[config.mk]
export PLATFORM = sky130hd
export DESIGN_NAME = crc16_packet_frame_receiver
export DESIGN_NICKNAME = d
export VERILOG_FILES = /design/src/hdl/crcpfr_pkg.sv /design/src/hdl/crcpfr_core.sv /design/src/hdl/crcpfr_outbuf.sv /design/src/hdl/crc16_packet_frame_receiver.sv
export SDC_FILE = /design/constraint.sdc
export NUM_CORES = 1
export LEC_CHECK = 0
export BUFFER_PORTS_ARGS = -buffer_cell sky130_fd_sc_hd__buf_2
export CORE_MARGIN = 3
export CORE_UTILIZATION = 45
export DETAILED_ROUTE_END_ITERATION = 16
export PLACE_DENSITY = 0.6
export SLEW_MARGIN = 25
export SYNTH_ARGS = -nofsm -noshare
export SYNTH_HDL_FRONTEND = slang
export SYNTH_SLANG_ARGS = --single-unit
[constraint.sdc]
create_clock -name clk_i -period 4.16 [get_ports clk_i]
set_clock_uncertainty 0.15 [all_clocks]
set_input_delay 0.208 -clock clk_i [delete_from_list [all_inputs] [get_ports clk_i]]
set_output_delay 0.208 -clock clk_i [all_outputs]
set_load 0.01 [all_outputs]
[src/hdl/crcpfr_pkg.sv]
// Shared types, constants and the CRC-16/MODBUS byte update for the frame receiver.
`timescale 1ns / 1ps

package crcpfr_pkg;

  localparam logic [15:0] CrcInit = 16'hFFFF;
  localparam logic [15:0] CrcPoly = 16'hA001;

  localparam logic [7:0] StartMarkerReset = 8'hAA;
  localparam logic [7:0] EndMarkerReset   = 8'hBB;

  // Configuration register indexes.
  localparam logic CfgStartMarker = 1'b0;
  localparam logic CfgEndMarker   = 1'b1;

  typedef enum logic [2:0] {
    PhHunt  = 3'd0,
    PhType  = 3'd1,
    PhLenLo = 3'd2,
    PhLenHi = 3'd3,
    PhData  = 3'd4,
    PhCrcLo = 3'd5,
    PhCrcHi = 3'd6,
    PhEnd   = 3'd7
  } phase_e;

  typedef enum logic [2:0] {
    EvNone  = 3'd0,
    EvStart = 3'd1,
    EvCrc   = 3'd2,
    EvEnd   = 3'd3,
    EvDone  = 3'd4
  } event_e;

  typedef struct packed {
    logic        payload_valid;
    logic [15:0] payload_index;
    logic [7:0]  payload_byte;
    event_e      event_res;
    logic [7:0]  frame_type;
    logic [15:0] frame_length;
  } result_t;

  // One byte of CRC-16/MODBUS: xor the byte in, then eight reflected shift steps.
  function automatic logic [15:0] crc_byte_update(input logic [15:0] crc,
                                                  input logic [7:0] data);
    logic [15:0] c;
    c = crc ^ {8'h00, data};
    for (int k = 0; k < 8; k++) begin
      if (c[0]) begin
        c = (c >> 1) ^ CrcPoly;
      end else begin
        c = c >> 1;
      end
    end
    return c;
  endfunction

endpackage

[src/hdl/crcpfr_core.sv]
// Frame parser state machine with running CRC; produces one result per accepted byte.
`timescale 1ns / 1ps

module crcpfr_core (
  input  logic                clk_i,
  input  logic                rst_ni,
  input  logic                accept_i,
  input  logic [7:0]          rx_byte_i,
  input  logic [7:0]          start_marker_i,
  input  logic [7:0]          end_marker_i,
  output crcpfr_pkg::result_t result_o
);

  crcpfr_pkg::phase_e phase_q, phase_d;
  logic [15:0] byte_count_q, byte_count_d;
  logic [15:0] length_q, length_d;
  logic [7:0]  type_q, type_d;
  logic [15:0] crc_q, crc_d;
  logic [15:0] crc_prev_q, crc_prev_d;
  logic [7:0]  crc_lo_q, crc_lo_d;

  logic [15:0] crc_absorb;
  logic [15:0] crc_first;
  logic [15:0] count_inc;
  logic [15:0] crc_got;
  logic [15:0] crc_expect;

  assign crc_absorb = crcpfr_pkg::crc_byte_update(crc_q, rx_byte_i);
  assign crc_first  = crcpfr_pkg::crc_byte_update(crcpfr_pkg::CrcInit, rx_byte_i);
  assign count_inc  = byte_count_q + 16'd1;
  assign crc_got    = {rx_byte_i, crc_lo_q};
  // With a type of zero the last byte before the CRC is not covered.
  assign crc_expect = (type_q == 8'h00) ? crc_prev_q : crc_q;

  // Next state.
  always_comb begin
    phase_d      = phase_q;
    byte_count_d = byte_count_q;
    length_d     = length_q;
    type_d       = type_q;
    crc_d        = crc_q;
    crc_prev_d   = crc_prev_q;
    crc_lo_d     = crc_lo_q;
    if (accept_i) begin
      unique case (phase_q)
        crcpfr_pkg::PhHunt: begin
          if (rx_byte_i == start_marker_i) begin
            crc_prev_d   = crcpfr_pkg::CrcInit;
            crc_d        = crc_first;
            type_d       = 8'h00;
            length_d     = 16'h0000;
            byte_count_d = 16'h0000;
            phase_d      = crcpfr_pkg::PhType;
          end
        end
        crcpfr_pkg::PhType: begin
          type_d     = rx_byte_i;
          crc_prev_d = crc_q;
          crc_d      = crc_absorb;
          phase_d    = crcpfr_pkg::PhLenLo;
        end
        crcpfr_pkg::PhLenLo: begin
          length_d   = {8'h00, rx_byte_i};
          crc_prev_d = crc_q;
          crc_d      = crc_absorb;
          phase_d    = crcpfr_pkg::PhLenHi;
        end
        crcpfr_pkg::PhLenHi: begin
          length_d     = {rx_byte_i, length_q[7:0]};
          crc_prev_d   = crc_q;
          crc_d        = crc_absorb;
          byte_count_d = 16'h0000;
          phase_d      = ({rx_byte_i, length_q[7:0]} == 16'h0000) ?
                         crcpfr_pkg::PhCrcLo : crcpfr_pkg::PhData;
        end
        crcpfr_pkg::PhData: begin
          crc_prev_d   = crc_q;
          crc_d        = crc_absorb;
          byte_count_d = count_inc;
          if (count_inc == length_q) begin
            phase_d = crcpfr_pkg::PhCrcLo;
          end
        end
        crcpfr_pkg::PhCrcLo: begin
          crc_lo_d = rx_byte_i;
          phase_d  = crcpfr_pkg::PhCrcHi;
        end
        crcpfr_pkg::PhCrcHi: begin
          phase_d = (crc_got == crc_expect) ? crcpfr_pkg::PhEnd : crcpfr_pkg::PhHunt;
        end
        crcpfr_pkg::PhEnd: begin
          phase_d = crcpfr_pkg::PhHunt;
        end
        default: begin
          phase_d = crcpfr_pkg::PhHunt;
        end
      endcase
    end
  end

  // Result of the current byte.
  always_comb begin
    result_o               = '0;
    result_o.event_res     = crcpfr_pkg::EvNone;
    result_o.frame_type    = type_d;
    result_o.frame_length  = length_d;
    unique case (phase_q)
      crcpfr_pkg::PhHunt: begin
        if (rx_byte_i != start_marker_i) begin
          result_o.event_res = crcpfr_pkg::EvStart;
        end
      end
      crcpfr_pkg::PhData: begin
        result_o.payload_valid = 1'b1;
        result_o.payload_index = byte_count_q;
        result_o.payload_byte  = rx_byte_i;
      end
      crcpfr_pkg::PhCrcHi: begin
        if (crc_got != crc_expect) begin
          result_o.event_res = crcpfr_pkg::EvCrc;
        end
      end
      crcpfr_pkg::PhEnd: begin
        result_o.event_res = (rx_byte_i == end_marker_i) ?
                             crcpfr_pkg::EvDone : crcpfr_pkg::EvEnd;
      end
      default: begin
        result_o.event_res = crcpfr_pkg::EvNone;
      end
    endcase
  end

  always_ff @(posedge clk_i or negedge rst_ni) begin
    if (!rst_ni) begin
      phase_q      <= crcpfr_pkg::PhHunt;
      byte_count_q <= 16'h0000;
      length_q     <= 16'h0000;
      type_q       <= 8'h00;
      crc_q        <= crcpfr_pkg::CrcInit;
      crc_prev_q   <= crcpfr_pkg::CrcInit;
      crc_lo_q     <= 8'h00;
    end else begin
      phase_q      <= phase_d;
      byte_count_q <= byte_count_d;
      length_q     <= length_d;
      type_q       <= type_d;
      crc_q        <= crc_d;
      crc_prev_q   <= crc_prev_d;
      crc_lo_q     <= crc_lo_d;
    end
  end

endmodule

[src/hdl/crcpfr_outbuf.sv]
// Output register with a skid stage so the input side never waits on a combinational stall.
`timescale 1ns / 1ps

module crcpfr_outbuf (
  input  logic                clk_i,
  input  logic                rst_ni,
  input  logic                in_valid_i,
  output logic                in_stall_o,
  input  crcpfr_pkg::result_t in_data_i,
  output logic                out_valid_o,
  input  logic                out_stall_i,
  output crcpfr_pkg::result_t out_data_o
);

  logic                out_valid_q, out_valid_d;
  logic                skid_valid_q, skid_valid_d;
  crcpfr_pkg::result_t out_q, out_d;
  crcpfr_pkg::result_t skid_q, skid_d;
  logic                in_take;
  logic                out_take;

  assign in_stall_o  = skid_valid_q;
  assign in_take     = in_valid_i && !skid_valid_q;
  assign out_take    = out_valid_q && !out_stall_i;
  assign out_valid_o = out_valid_q;
  assign out_data_o  = out_q;

  always_comb begin
    out_valid_d  = out_valid_q;
    skid_valid_d = skid_valid_q;
    out_d        = out_q;
    skid_d       = skid_q;
    if (in_take) begin
      if (out_valid_q && !out_take) begin
        skid_d       = in_data_i;
        skid_valid_d = 1'b1;
      end else begin
        out_d       = in_data_i;
        out_valid_d = 1'b1;
      end
    end else if (out_take) begin
      if (skid_valid_q) begin
        out_d        = skid_q;
        skid_valid_d = 1'b0;
      end else begin
        out_valid_d = 1'b0;
      end
    end
  end

  always_ff @(posedge clk_i or negedge rst_ni) begin
    if (!rst_ni) begin
      out_valid_q  <= 1'b0;
      skid_valid_q <= 1'b0;
    end else begin
      out_valid_q  <= out_valid_d;
      skid_valid_q <= skid_valid_d;
    end
  end

  always_ff @(posedge clk_i) begin
    out_q  <= out_d;
    skid_q <= skid_d;
  end

endmodule

[src/hdl/crc16_packet_frame_receiver.sv]
// Top level of the framed packet receiver with CRC-16/MODBUS check.
//
//   Channel  Direction  Handshake             Payload
//   input    in         in_valid_i/in_stall_o  rx_byte_i
//   output   out        out_valid_o/out_stall_i payload_*, event_res_o, frame_type_o,
//                                              frame_length_o
//   config   in         cfg_we_i (no wait)     cfg_index_i, cfg_data_i
//
// Every accepted byte yields exactly one result beat, at the earliest in the next cycle.
// A byte is accepted in every cycle without an input stall: the CRC byte update and the
// phase step are one level of logic between the parser state registers and the output register.
// The output register is backed by a skid stage, so in_stall_o is registered and only
// rises after the output side has stalled with a beat already held.
// Reset is asynchronous and active low; the parser returns to hunting for a start
// marker and the markers return to their default values.
`timescale 1ns / 1ps

module crc16_packet_frame_receiver (
  input  logic        clk_i,
  input  logic        rst_ni,
  // Received byte stream.
  input  logic        in_valid_i,
  output logic        in_stall_o,
  input  logic [7:0]  rx_byte_i,
  // Result stream.
  output logic        out_valid_o,
  input  logic        out_stall_i,
  output logic        payload_valid_o,
  output logic [15:0] payload_index_o,
  output logic [7:0]  payload_byte_o,
  output logic [2:0]  event_res_o,
  output logic [7:0]  frame_type_o,
  output logic [15:0] frame_length_o,
  // Configuration writes.
  input  logic        cfg_we_i,
  input  logic        cfg_index_i,
  input  logic [7:0]  cfg_data_i
);

  logic [7:0]          start_marker_q;
  logic [7:0]          end_marker_q;
  logic                in_accept;
  crcpfr_pkg::result_t core_result;
  crcpfr_pkg::result_t out_result;

  // The markers may be rewritten at any time; the new value is used from the next
  // byte onward.
  always_ff @(posedge clk_i or negedge rst_ni) begin
    if (!rst_ni) begin
      start_marker_q <= crcpfr_pkg::StartMarkerReset;
      end_marker_q   <= crcpfr_pkg::EndMarkerReset;
    end else if (cfg_we_i) begin
      unique case (cfg_index_i)
        crcpfr_pkg::CfgStartMarker: start_marker_q <= cfg_data_i;
        crcpfr_pkg::CfgEndMarker:   end_marker_q   <= cfg_data_i;
        default: ;
      endcase
    end
  end

  // A beat is taken whenever the skid stage is free.
  assign in_accept = in_valid_i && !in_stall_o;

  // The parser advances only on accepted beats, so its result always matches the
  // byte that the buffer captures in the same cycle.
  crcpfr_core u_core (
    .clk_i          (clk_i),
    .rst_ni         (rst_ni),
    .accept_i       (in_accept),
    .rx_byte_i      (rx_byte_i),
    .start_marker_i (start_marker_q),
    .end_marker_i   (end_marker_q),
    .result_o       (core_result)
  );

  crcpfr_outbuf u_outbuf (
    .clk_i       (clk_i),
    .rst_ni      (rst_ni),
    .in_valid_i  (in_valid_i),
    .in_stall_o  (in_stall_o),
    .in_data_i   (core_result),
    .out_valid_o (out_valid_o),
    .out_stall_i (out_stall_i),
    .out_data_o  (out_result)
  );

  assign payload_valid_o = out_result.payload_valid;
  assign payload_index_o = out_result.payload_index;
  assign payload_byte_o  = out_result.payload_byte;
  assign event_res_o     = out_result.event_res;
  assign frame_type_o    = out_result.frame_type;
  assign frame_length_o  = out_result.frame_length;

endmodule

; After elaboration in Yosys (flattened, before gate mapping)
; Index checks and enable logic that the tools add are counted.
[totals]
reg_bits = 205
input_bits = 22
[classes]
add_sub_neg = 1
n_eq_ne = 18
mux = 50
bitwise_logic = 19
reduce_logical = 24
[ops]
columns = operator, n
row1 = $mux 16, 22
row2 = $mux 52, 4
row3 = $pmux 16 s3, 2
row4 = $pmux 16 s2, 2
row5 = $not 2->3, 16
row6 = $eq 16x16->1, 2
row7 = $mux 25, 1
row8 = $pmux 3 s8, 1
row9 = $add 16x1->16 const B, 1
row10 = $eq 8x8->1, 2
row11 = $logic_not 16->1, 1
row12 = $mux 8, 2
row13 = $ne 16x16->1, 1
row14 = $not 8->16, 1
row15 = $pmux 8 s2, 1
row16 = $xor 16x8->16, 1
row17 = $reduce_and 3->1, 5
row18 = $eq 3x3->1 const B, 4
row19 = $mux 3, 4
row20 = $reduce_and 2->1, 5
row21 = $mux 1, 9
row22 = $pmux 3 s3, 1
row23 = $logic_not 8->1, 1
row24 = $ne 8x8->1, 1
row25 = other kinds (12), 22

; Depth between registers and ports, before layout
; Gate-level depths: netlist of the first run.
[logic_depth]
word_depth = 19
depth_mapped = 10

; Cells and area by module
; A second synthesis of the first run with hierarchy kept.
[unflattened]
cells_unflattened = 816
hier_area_um2 = 9928.3
[modules_own_cells]
columns = mod, instances, cells_each, area_each_um2, seq_area_each_um2
row1 = crcpfr_core, 1, 606, 5162.5, 1985.7
row2 = crcpfr_outbuf, 1, 174, 4105.2, 3173.0
row3 = crc16_packet_frame_receiver, 1, 36, 660.6, 412.9

; Least setup slack after synthesis of the first run
; Ideal clock, no wire load.
[synth_path]
kind = reg2reg
from = register u_outbuf.out_valid_q, in the netlist u_outbuf.out_valid_o
to = register u_outbuf.out_q (netlist bit u_outbuf.out_data_o[0]), enable pin
setup_ps = 462
arrival_time_ps = 2839
t_required_ps = 3548
setup_slack_ps = 709
stages_incl_launch_ff = 4
period_less_slack_ps = 3451
cell_sequence = dfrtp_1 > a21oi_1 > a21oi_1 > nor2_1
[synth_between]
elab_chain_cells = 5
elab_cells_between_ends = 6
cone_classes = eq/ne: 1 / reduce/logical: 5
[synth_lines]
columns = element, line
row1 = from (decl), crcpfr_outbuf.sv:15  ; logic out_valid_q, out_valid_d;
row2 = from (signal assigned), crcpfr_outbuf.sv:56  ; out_valid_q <= out_valid_d;
row3 = $logic_and 1x1->1, crcpfr_outbuf.sv:24  ; assign out_take = out_valid_q && !out_stall_i;
row4 = $logic_not 1->1, crcpfr_outbuf.sv:34  ; if (out_valid_q && !out_take) begin
row5 = $logic_and 1x1->1, crcpfr_outbuf.sv:34
row6 = $ne 2x2->1 (no line), --
row7 = $reduce_and 3->1 (no line) *, --
row8 = to (signal assigned), crcpfr_outbuf.sv:62  ; out_q <= out_d;
row9 = to (decl), crcpfr_outbuf.sv:17  ; crcpfr_pkg::result_t out_q, out_d;
; Every way passes the cells marked *; elsewhere a longest branch is shown, timed or not.
; A chain may end at the register's enable or synchronous reset.

; Final worst setup path of the first run
[layout_path]
from = register u_core.byte_count_q[0]
to = register u_core.phase_q[2]
[layout_between]
elab_chain_cells = 4
[layout_lines]
columns = element, line
row1 = from (decl), crcpfr_core.sv:15  ; logic [15:0] byte_count_q, byte_count_d;
row2 = from (signal assigned), crcpfr_core.sv:144  ; byte_count_q <= byte_count_d;
row3 = $add 16x1->16, crcpfr_core.sv:30  ; assign count_inc = byte_count_q + 16'd1;
row4 = $eq 16x16->1, crcpfr_core.sv:80  ; if (count_inc == length_q) begin
row5 = $ne 2x1->1 (no line), --
row6 = $reduce_and 3->1 (no line), --
row7 = to (signal assigned), crcpfr_core.sv:135  ; phase_q <= crcpfr_pkg::PhHunt;
row8 = to (signal assigned), crcpfr_core.sv:143  ; phase_q <= phase_d;
row9 = to (decl), crcpfr_core.sv:14  ; crcpfr_pkg::phase_e phase_q, phase_d;
; No other way between the ends.

==> impl_metrics.json, run 1 <==
{
  "synth_seq_cells": 200,
  "finalSetupViolCount": 0,
  "first_pass_iters": 7,
  "reg2reg_from": "u_core.byte_count_q[0]",
  "fp-row-count": 53,
  "die_height_microns": 153,
  "vdd_ir_drop_max_mv": 0.378,
  "initial_core_util_pct": 46.1,
  "final_cell_area_sq_um": 11100,
  "cts_buffer_depth": 2,
  "area_growth_pct": 13.2,
  "min_path_type": "in -> reg",
  "totalNegativeSetupSlack_ps": 0,
  "worstSkewPairLatency_ps": 450,
  "placeableCoreArea_sq_um": 21200,
  "synth-xor-area-share_pct": 7.14,
  "synth_compound_area_share_pct": 11.7,
  "cts_max_level": 4,
  "clkTransAtPathRegs_ps": 70,
  "antenna_found_initial": 0,
  "synthTopCellsByArea": "edfxtp_1, dfrtp_1, dfstp_2",
  "rsz0062_at_grt": "false",
  "timing.rr.end": "u_core.phase_q[2]",
  "die_area_sq_um": 23600,
  "cts_sinks": 200,
  "required_ps": 4350,
  "finalHoldViolCount": 0,
  "drv_cap": 0,
  "rrSetupSlack_ps": 1170,
  "port_buffers": 75,
  "netlist.area_leader.share_pct": 31.9,
  "placed_cell_area_sq_um": 10300,
  "post_drt_wl_per_cell_microns": 21.3,
  "drive_above_1_share_pct": 28.3,
  "period_needed_ps": 2990,
  "yosys_warnings": 0,
  "cp.arrival_ps": 3170,
  "drt_iter0_markers": 568,
  "grt_pass1_wl_microns": 39200,
  "worst_pin_slew_ps": 1050,
  "grt-ovfl-total": 0,
  "fin_cells": 1155,
  "max-slew-margin-rel_pct": 30.0,
  "holdCritStartpoint": "in_valid_i",
  "synth-simple-area-share_pct": 12.1,
  "synth_edf_count": 104,
  "synth_adder_area_share_pct": 0.639,
  "rr_worst_depth": 8,
  "first_global_vias": 6787,
  "start_kind": "flip-flop",
  "p_per_area_nw_per_um2": 743,
  "yosys-mux-area-fraction_pct": 8.06,
  "dp_hpwl_microns": 16700,
  "max_freq_ghz": 0.335,
  "fp.dieW_microns": 153,
  "gp_congestion": 0.905,
  "vias": 6769,
  "viasPerCell": 5.86,
  "cts_tree": "done",
  "io_pins": 76,
  "route.detailed.drc": 0,
  "async_flop_share_pct": 48.0,
  "finalCritPeriodShare_pct": 71.8,
  "cts_made_buffers": 17,
  "syn_nets": 830,
  "cts_setup_buffers": 0,
  "end_kind": "flip-flop",
  "netlist.top_cell.by_area": "edfxtp_1",
  "synth.avg_cell_area_sq_um": 12.2,
  "synth_top_family_by_area": "simple AND/OR/NAND/NOR gates",
  "crit_path_max_fanout": 9,
  "min_to": "u_outbuf.in_stall_o",
  "drv_slew": 0,
  "whs_path_depth": 3,
  "status": "completed",
  "routed_wl_microns": 24600,
  "antenna_left": 0,
  "seqCellArea_sq_um": 5570,
  "grt_usage_pct": 21.1,
  "place_inst": 1112,
  "fillCellCount": 1835,
  "seq_area_frac_synth_pct": 56.9,
  "root_buffer": "clkbuf_16",
  "nets": 893,
  "critical_path_class": "reg -> reg",
  "synth_top_flop_cell": "edfxtp_1",
  "synth_cell_types": 80,
  "holdWs_ps": 30.2,
  "synthCells": 803,
  "cts_resized": 0,
  "grt_max_degree": 53,
  "synth_area_sq_um": 9790,
  "total_leakage_power_nw": 4.46,
  "multi_input_area_sq_um": 3890
}
sequential cells by signal, summed over array words and instances (netlist names):
signal                flops
u_core.crc_q             11
u_core.crc_prev_q        16
u_core.crc_lo_q           8
u_outbuf.skid_q          52
u_outbuf.out_valid_o      1
start_marker_q            8
u_core.phase_q            3
u_core.length_q          16
u_core.byte_count_q      16
u_outbuf.in_stall_o       1
u_core.type_q             8
u_outbuf.out_data_o      52
end_marker_q              8
critical path, stage by stage, from the launching register on:
cell,delay [ps]
dfrtp_1,480
ha_1,370
nand3_4,170
nor4_2,490
o32a_1,270
o2111ai_4,160
a2111oi_4,450
o221ai_2,140
a21o_1,190
cells in the mapped netlist (all sizes together), types with 4 or more instances:
master	n
mux2	68
o21ai	63
nand3	14
or4	4
o2111ai	4
o31ai	7
dfstp	37
xnor2	51
edfxtp	104
nor2b	8
and3	31
or3	4
nor2	43
and2	4
nor3	11
a22o	25
nor4	9
inv	20
buf	18
ha	5
a31oi	11
a222oi	4
a21o	4
dfrtp	59
clkbuf	34
o41ai	5
xor2	22
nand4	13
nand2	62
a21oi	19
power by group:
group          total [mW]  internal (mW)  switching, mW
Clock                1.75          0.885          0.865
Sequential           3.50           2.96          0.540
Combinational        2.98           1.26           1.73
Total                8.23           5.10           3.13
through the flow:
stage               setup WS, ps  util (%)  power, mW
floorplan                    709         -       5.53
global placement            1190      48.7       6.42
detailed placement          1150      48.7       6.50
CTS                         1150      52.2       8.28
global route                 998      52.2       8.71
finish                      1170      52.2       8.23
final cells by class:
class,instances,area share [%]
inverter,20,0.678
clock inverter,15,1.90
tap,275,3.11
multi-input combinational,531,35.1
antenna,1,0.0226
clock buffer,17,3.84
timing repair buffer,96,5.06
sequential,200,50.3
cell families (layout without fill, tap and decap cells):
| group | count (synthesis) | in the layout |
|---|---|---|
| other | 0 | 1 |
| flip-flops | 200 | 200 |
| adder cells (fa/ha/maj) | 5 | 5 |
| XOR/XNOR | 75 | 75 |
| buffers and inverters | 72 | 148 |
| AO/OA/AOI/OAI | 164 | 164 |
| AND/OR/NAND/NOR | 217 | 217 |
| multiplexers | 70 | 70 |
what timing repair did:
action / CTS / global route
hold buffers: 10 / 0
hold endpoints to repair: 52 / 0
endpoints found under the setup margin: 0 / 0
per-layer routing:
| layer | GRT usage [%] | vias up | part of all wire, % |
|---|---|---|---|
| met1 | 29.0 | 3430 | 44 |
| met3 | 4.28 | 34 | 4.5 |
| met2 | 34.3 | 219 | 49 |
| met5 | 0 | - | 0 |
| li1 | - | 3086 | - |
| met4 | 5.97 | 0 | 1.9 |
how the worst max path moves through the flow:
stage | startpoint | to
6_report | u_core.byte_count_q[0] | u_core.phase_q[2]
5_1_grt | u_core.byte_count_q[0] | u_core.phase_q[2]
4_1_cts | u_core.byte_count_q[0] | u_core.phase_q[2]
3_5_place_dp | rx_byte_i[1] | u_outbuf.out_data_o[9]
3_3_place_gp | u_core.byte_count_q[0] | u_core.phase_q[2]
2_1_floorplan | u_outbuf.out_valid_o | u_outbuf.out_data_o[0]
cells in the final DEF, fill, tap and decap left out, types with 3 or more instances in the layout:
| cell | netlist | final |
|---|---|---|
| nor4_1 | 5 | 5 |
| dlygate4sd3_1 | 0 | 10 |
| inv_8 | 0 | 5 |
| o2111ai_1 | 3 | 3 |
| xor2_1 | 22 | 22 |
| edfxtp_1 | 104 | 104 |
| mux2_2 | 67 | 67 |
| nor3_1 | 11 | 11 |
| o21ai_0 | 62 | 62 |
| o41ai_1 | 5 | 5 |
| and3_1 | 30 | 29 |
| o21a_1 | 3 | 3 |
| nor2_1 | 42 | 41 |
| or4_1 | 4 | 4 |
| and2_1 | 3 | 3 |
| a31oi_1 | 11 | 11 |
| o211ai_1 | 3 | 3 |
| clkinv_8 | 0 | 5 |
| clkbuf_16 | 0 | 17 |
| nor2b_1 | 8 | 7 |
| ha_1 | 5 | 5 |
| dfrtp_1 | 59 | 59 |
| inv_1 | 20 | 20 |
| a21oi_1 | 19 | 19 |
| nor4_2 | 3 | 3 |
| o31ai_1 | 7 | 7 |
| nand3_1 | 11 | 11 |
| buf_4 | 4 | 12 |
| a222oi_1 | 4 | 4 |
| a22o_1 | 25 | 25 |
| buf_2 | 8 | 74 |
| xnor2_1 | 49 | 49 |
| a21o_1 | 4 | 4 |
| or3_1 | 4 | 4 |
| dfstp_2 | 37 | 37 |
| nand4_1 | 12 | 12 |
| nand2_1 | 61 | 61 |
Power figures use the tool's default switching activity.
==> run 2, diff against run 1 <==
==> constraint.sdc (replaced) <==
create_clock -name clk_i -period 3 [get_ports clk_i]
set_clock_uncertainty 0.15 [all_clocks]
set_input_delay 0.15 -clock clk_i [delete_from_list [all_inputs] [get_ports clk_i]]
set_output_delay 0.15 -clock clk_i [all_outputs]
set_load 0.01 [all_outputs]
==> impl_metrics.json, run 2 (same netlist as run 1, synthesis figures left out) <==
{
  "diodes": 0,
  "max-slew-margin-rel_pct": 38.7,
  "worst_pin_slew_ps": 913,
  "finalSetupViolCount": 0,
  "gp_congestion": 0.923,
  "start_kind": "flip-flop",
  "die_height_microns": 153,
  "crit_path_max_fanout": 9,
  "layout_commonest_cell": "edfxtp_1",
  "cp_slowest_cell": "or4_1",
  "port_buffers": 75,
  "required_ps": 3170,
  "cp_top_family": "simple AND/OR/NAND/NOR gates",
  "holdCritStartpoint": "cfg_index_i",
  "vdd_ir_drop_max_mv": 0.458,
  "p_per_area_nw_per_um2": 1010,
  "root_buffer": "clkbuf_16",
  "worst_slack_ps": 184,
  "fp-row-count": 53,
  "drt_iter0_markers": 603,
  "worstSkewPairLatency_ps": 450,
  "grt_usage_pct": 20.7,
  "drv_slew": 0,
  "fin_util_pct": 53.1,
  "totalNegativeSetupSlack_ps": 0,
  "clkTransAtPathRegs_ps": 80,
  "route.detailed.drc": 0,
  "clkPwrFrac_pct": 21.0,
  "end_kind": "flip-flop",
  "antenna_left": 0,
  "nets": 913,
  "p_int_mw": 7.15,
  "cts_sinks": 200,
  "dp_hpwl_microns": 16300,
  "io_pins": 76,
  "fp.dieW_microns": 153,
  "grt-ovfl-total": 0,
  "drive_above_1_share_pct": 29.9,
  "first_pass_iters": 5,
  "critical_path_class": "reg -> reg",
  "grt_max_degree": 63,
  "cts_tree": "done",
  "first_global_vias": 6847,
  "final_cell_mix": "edfxtp_1, buf_2, mux2_2",
  "seq_power_share_pct": 41.5,
  "holdWs_ps": 72.8,
  "finalHoldViolCount": 0,
  "slowest_delay_ps": 620,
  "combPwrFrac_pct": 37.5,
  "area_growth_pct": 15.2,
  "p_switching_mw": 4.29,
  "reg2reg_from": "u_core.byte_count_q[0]",
  "cts_max_level": 4,
  "routed_wl_microns": 24200,
  "grt_pass1_wl_microns": 38800,
  "viasPerCell": 5.77,
  "max_freq_ghz": 0.355,
  "placeableCoreArea_sq_um": 21200,
  "swShare_pct": 37.5,
  "path_cells": "ha_1 > nand3_4 > or4_1 > nand3b_1 > o2111ai_1 > a2111oi_4 > o221ai_2 > a21o_1",
  "vias": 6772,
  "status": "completed",
  "cp.arrival_ps": 2990,
  "rsz0062_at_grt": "false",
  "post_drt_wl_per_cell_microns": 20.6,
  "cts_made_buffers": 17,
  "drv_cap": 0,
  "antenna_found_initial": 0,
  "min_path_type": "in -> reg",
  "die_area_sq_um": 23600,
  "cts_buffer_depth": 2,
  "post-place-ws_ps": 162,
  "critPathBufInv": 0,
  "total_leakage_power_nw": 4.57,
  "cts_setup_buffers": 0,
  "initial_core_util_pct": 46.1,
  "period_needed_ps": 2820,
  "finalCritPeriodShare_pct": 93.9,
  "critPathLaunch": "u_core.byte_count_q[0]"
}
-- run 2: worst reg2reg max path, stage by stage, from the launching register on --
cell	delay, ps
dfrtp_1	470
ha_1	360
nand3_4	180
or4_1	620
nand3b_1	120
o2111ai_1	160
a2111oi_4	310
o221ai_2	130
a21o_1	190
-- run 2: final timing paths --
path	endpoint	slack [ps]	depth (start not counted)
max	u_core.phase_q[2]	180	8
min	start_marker_q[5]	70	3
max reg2reg	u_core.phase_q[2]	180	8
min reg2reg	u_core.crc_prev_q[7]	310	2
max in group asynchronous	u_core.crc_prev_q[0]	1850	3
min in group asynchronous	end_marker_q[6]	120	2
-- run 2: final cells by class --
class | count | area (sq um)
Clock buffer | 17 | 425
Clock inverter | 15 | 190
Fill cell | 1838 | 9940
Inverter | 20 | 75.1
Multi-Input combinational cell | 531 | 3910
Sequential cell | 200 | 5570
Tap cell | 275 | 344
Timing Repair Buffer | 116 | 763
-- run 2: through the flow --
stage          cells  power (mW)  instance area [sq um]
6_report        1174        11.4                  11300
5_1_grt         1174        12.1                  11300
4_1_cts         1174        11.5                  11300
3_5_place_dp    1131        9.09                  10500
3_3_place_gp    1131        9.00                  10500
2_1_floorplan    803        7.66                   9790
-- run 2: repair_timing --
item,in CTS,in global routing
hold buffers,11,0
gates resized for setup,0,2
setup endpoints to repair,0,1
endpoints found under the hold margin,61,0
-- run 2: power groups by stage --
| stage | combinational [mW] | clock [mW] | sequential, mW |
|---|---|---|---|
| 2_1_floorplan | 2.91 | 0 | 4.75 |
| 3_5_place_dp | 4.29 | 0 | 4.79 |
| 3_3_place_gp | 4.22 | 0 | 4.77 |
| 5_1_grt | 4.74 | 2.56 | 4.85 |
| 6_report | 4.29 | 2.40 | 4.75 |
| 4_1_cts | 4.34 | 2.44 | 4.75 |
-- run 2: per-layer routing --
| metal | global-route usage [%] | vias up | share of wire [%] |
|---|---|---|---|
| li1 | - | 3126 | - |
| met1 | 29.3 | 3405 | 45 |
| met2 | 33.3 | 206 | 48 |
| met3 | 3.57 | 35 | 4.3 |
| met4 | 5.97 | 0 | 2.2 |
| met5 | 0 | - | 0 |
==> run 3, diff against run 2 <==
--- a/config.mk
+++ b/config.mk
@@ -7,9 +7,9 @@
 export LEC_CHECK = 0
 export BUFFER_PORTS_ARGS = -buffer_cell sky130_fd_sc_hd__buf_2
 export CORE_MARGIN = 3
-export CORE_UTILIZATION = 45
+export CORE_UTILIZATION = 43
 export DETAILED_ROUTE_END_ITERATION = 16
-export PLACE_DENSITY = 0.6
+export PLACE_DENSITY = 0.57
 export SLEW_MARGIN = 25
 export SYNTH_ARGS = -nofsm -noshare
 export SYNTH_HDL_FRONTEND = slang
==> impl_metrics.json, run 3 (same netlist as run 1, synthesis figures left out) <==
{
  "critPathLaunch": "start_marker_q[7]",
  "highest_layer": "met4",
  "drt_iter0_markers": 529,
  "fp.dieW_microns": 157,
  "crit_path_max_fanout": 10,
  "clkTransAtPathRegs_ps": 80,
  "grt_usage_pct": 19.8,
  "path_cells": "xnor2_1 > nand4_1 > o21ai_2 > nand2_4 > or3_1 > a22o_1 > mux2_2",
  "area_growth_pct": 15.2,
  "cp_slowest_cell": "dfstp_2",
  "layout_commonest_cell": "edfxtp_1",
  "final_cell_area_sq_um": 11300,
  "p_int_mw": 7.11,
  "period_needed_ps": 2800,
  "vdd_ir_drop_max_mv": 0.516,
  "placed_cell_area_sq_um": 10600,
  "max_freq_ghz": 0.357,
  "min_path_type": "in -> async",
  "finalCritPeriodShare_pct": 93.4,
  "critical_path_class": "reg -> reg",
  "rrSetupSlack_ps": 200,
  "port_buffers": 75,
  "die_height_microns": 157,
  "finalHoldViolCount": 0,
  "fin_cells": 1182,
  "drive_above_1_share_pct": 29.9,
  "dp_hpwl_microns": 16200,
  "diodes": 0,
  "nets": 916,
  "vias": 6740,
  "cts_buffer_depth": 2,
  "drv_slew": 0,
  "first_pass_iters": 5,
  "rsz0062_at_grt": "false",
  "post_drt_wl_per_cell_microns": 20.3,
  "worst_slack_ps": 199,
  "antenna_found_initial": 0,
  "total_leakage_power_nw": 4.58,
  "wl_met2_microns": 11400,
  "critPathCapture": "u_outbuf.out_data_o[15]",
  "clkPwrFrac_pct": 20.1,
  "totalNegativeSetupSlack_ps": 0,
  "timing.rr.end": "u_outbuf.out_data_o[15]",
  "fillCellCount": 1912,
  "rr_worst_depth": 7,
  "start_kind": "flip-flop",
  "seqCellArea_sq_um": 5570,
  "cp.arrival_ps": 2830,
  "cts_max_level": 4,
  "placeableCoreArea_sq_um": 22100,
  "place_inst": 1138,
  "route.detailed.drc": 0,
  "first_global_vias": 6717,
  "grt-ovfl-total": 0,
  "cts_made_buffers": 17,
  "met1_length_microns": 10900,
  "final_cell_mix": "edfxtp_1, buf_2, mux2_2",
  "reg2reg_from": "start_marker_q[7]",
  "multi_input_area_sq_um": 3910,
  "cts_tree": "done",
  "slowest_delay_ps": 540,
  "status": "completed",
  "post-place-ws_ps": 114,
  "viasPerCell": 5.70,
  "holdWs_ps": 88.4,
  "seq_power_share_pct": 41.8,
  "cts_sinks": 200,
  "gp_congestion": 0.878,
  "max-slew-margin-rel_pct": 40.2,
  "end_kind": "flip-flop",
  "power_mw": 11.4,
  "required_ps": 3030,
  "worstSkewPairLatency_ps": 440,
  "initial_core_util_pct": 44.3,
  "routed_wl_microns": 23900,
  "fin_util_pct": 51.1,
  "antenna_left": 0,
  "dr_wl_met3_microns": 1040,
  "fp-row-count": 54,
  "combPwrFrac_pct": 38.1,
  "p_per_area_nw_per_um2": 1010,
  "finalSetupViolCount": 0,
  "worst_pin_slew_ps": 890,
  "cts_setup_buffers": 0,
  "io_pins": 76,
  "die_area_sq_um": 24600,
  "root_buffer": "clkbuf_16",
  "p_switching_mw": 4.25,
  "drv_cap": 0,
  "grt_pass1_wl_microns": 38200,
  "grt_max_degree": 63,
  "swShare_pct": 37.4
}
run 3: changes by cell type in the layout (fill, tap and decap cells not counted), sizes merged:
cell	change
buf	+2
clkinvlp	-1
clkbuf	+2
bufinv	-1
dlygate4sd3	+1
clkinv	+1
inv	-1
run 3: worst min path at each step:
stage	startpoint	to
floorplan	rst_ni	end_marker_q[2]
global placement	rst_ni	end_marker_q[6]
detailed placement	rst_ni	start_marker_q[6]
CTS	cfg_index_i	start_marker_q[6]
global route	cfg_index_i	start_marker_q[6]
finish	rst_ni	end_marker_q[6]
run 3: worst max-delay path: cells and delay by family (launching register included):
| kind | cells | cell delay (ps) |
|---|---|---|
| and+or+nand+nor | 3 | 880 |
| AOI/OAI and AO/OA | 2 | 560 |
| DFF | 1 | 540 |
| muxes | 1 | 280 |
| xor gates and xnor gates | 1 | 140 |
run 3: cell type report:
type	count	share of cell area, %
multi-input cells	531	34.6
well taps	280	3.11
clock inverters	13	1.19
flip-flops and latches	200	49.4
repair buffers	119	6.99
clock buffers	19	4.03
inverters	20	0.665
run 3: power groups by stage:
| stage | combinational [mW] | clock, mW | sequential [mW] |
|---|---|---|---|
| 5_1_grt | 4.77 | 2.43 | 4.84 |
| 6_report | 4.32 | 2.28 | 4.75 |
| 3_5_place_dp | 4.31 | 0 | 4.79 |
| 2_1_floorplan | 2.91 | 0 | 4.75 |
| 3_3_place_gp | 4.25 | 0 | 4.77 |
| 4_1_cts | 4.36 | 2.32 | 4.74 |
run 3: what timing repair did:
item	4_1_cts	5_1_grt
endpoints found under the setup margin	0	2
endpoints found under the hold margin	59	0
gates resized for setup	0	3
hold buffers	12	0
run 3: per-layer routing:
metal / track usage, % / vias to the layer above
li1: - / 3136
met1: 27.6 / 3357
met2: 31.9 / 215
met3: 2.68 / 32
met4: 6.67 / 0
met5: 0 / -
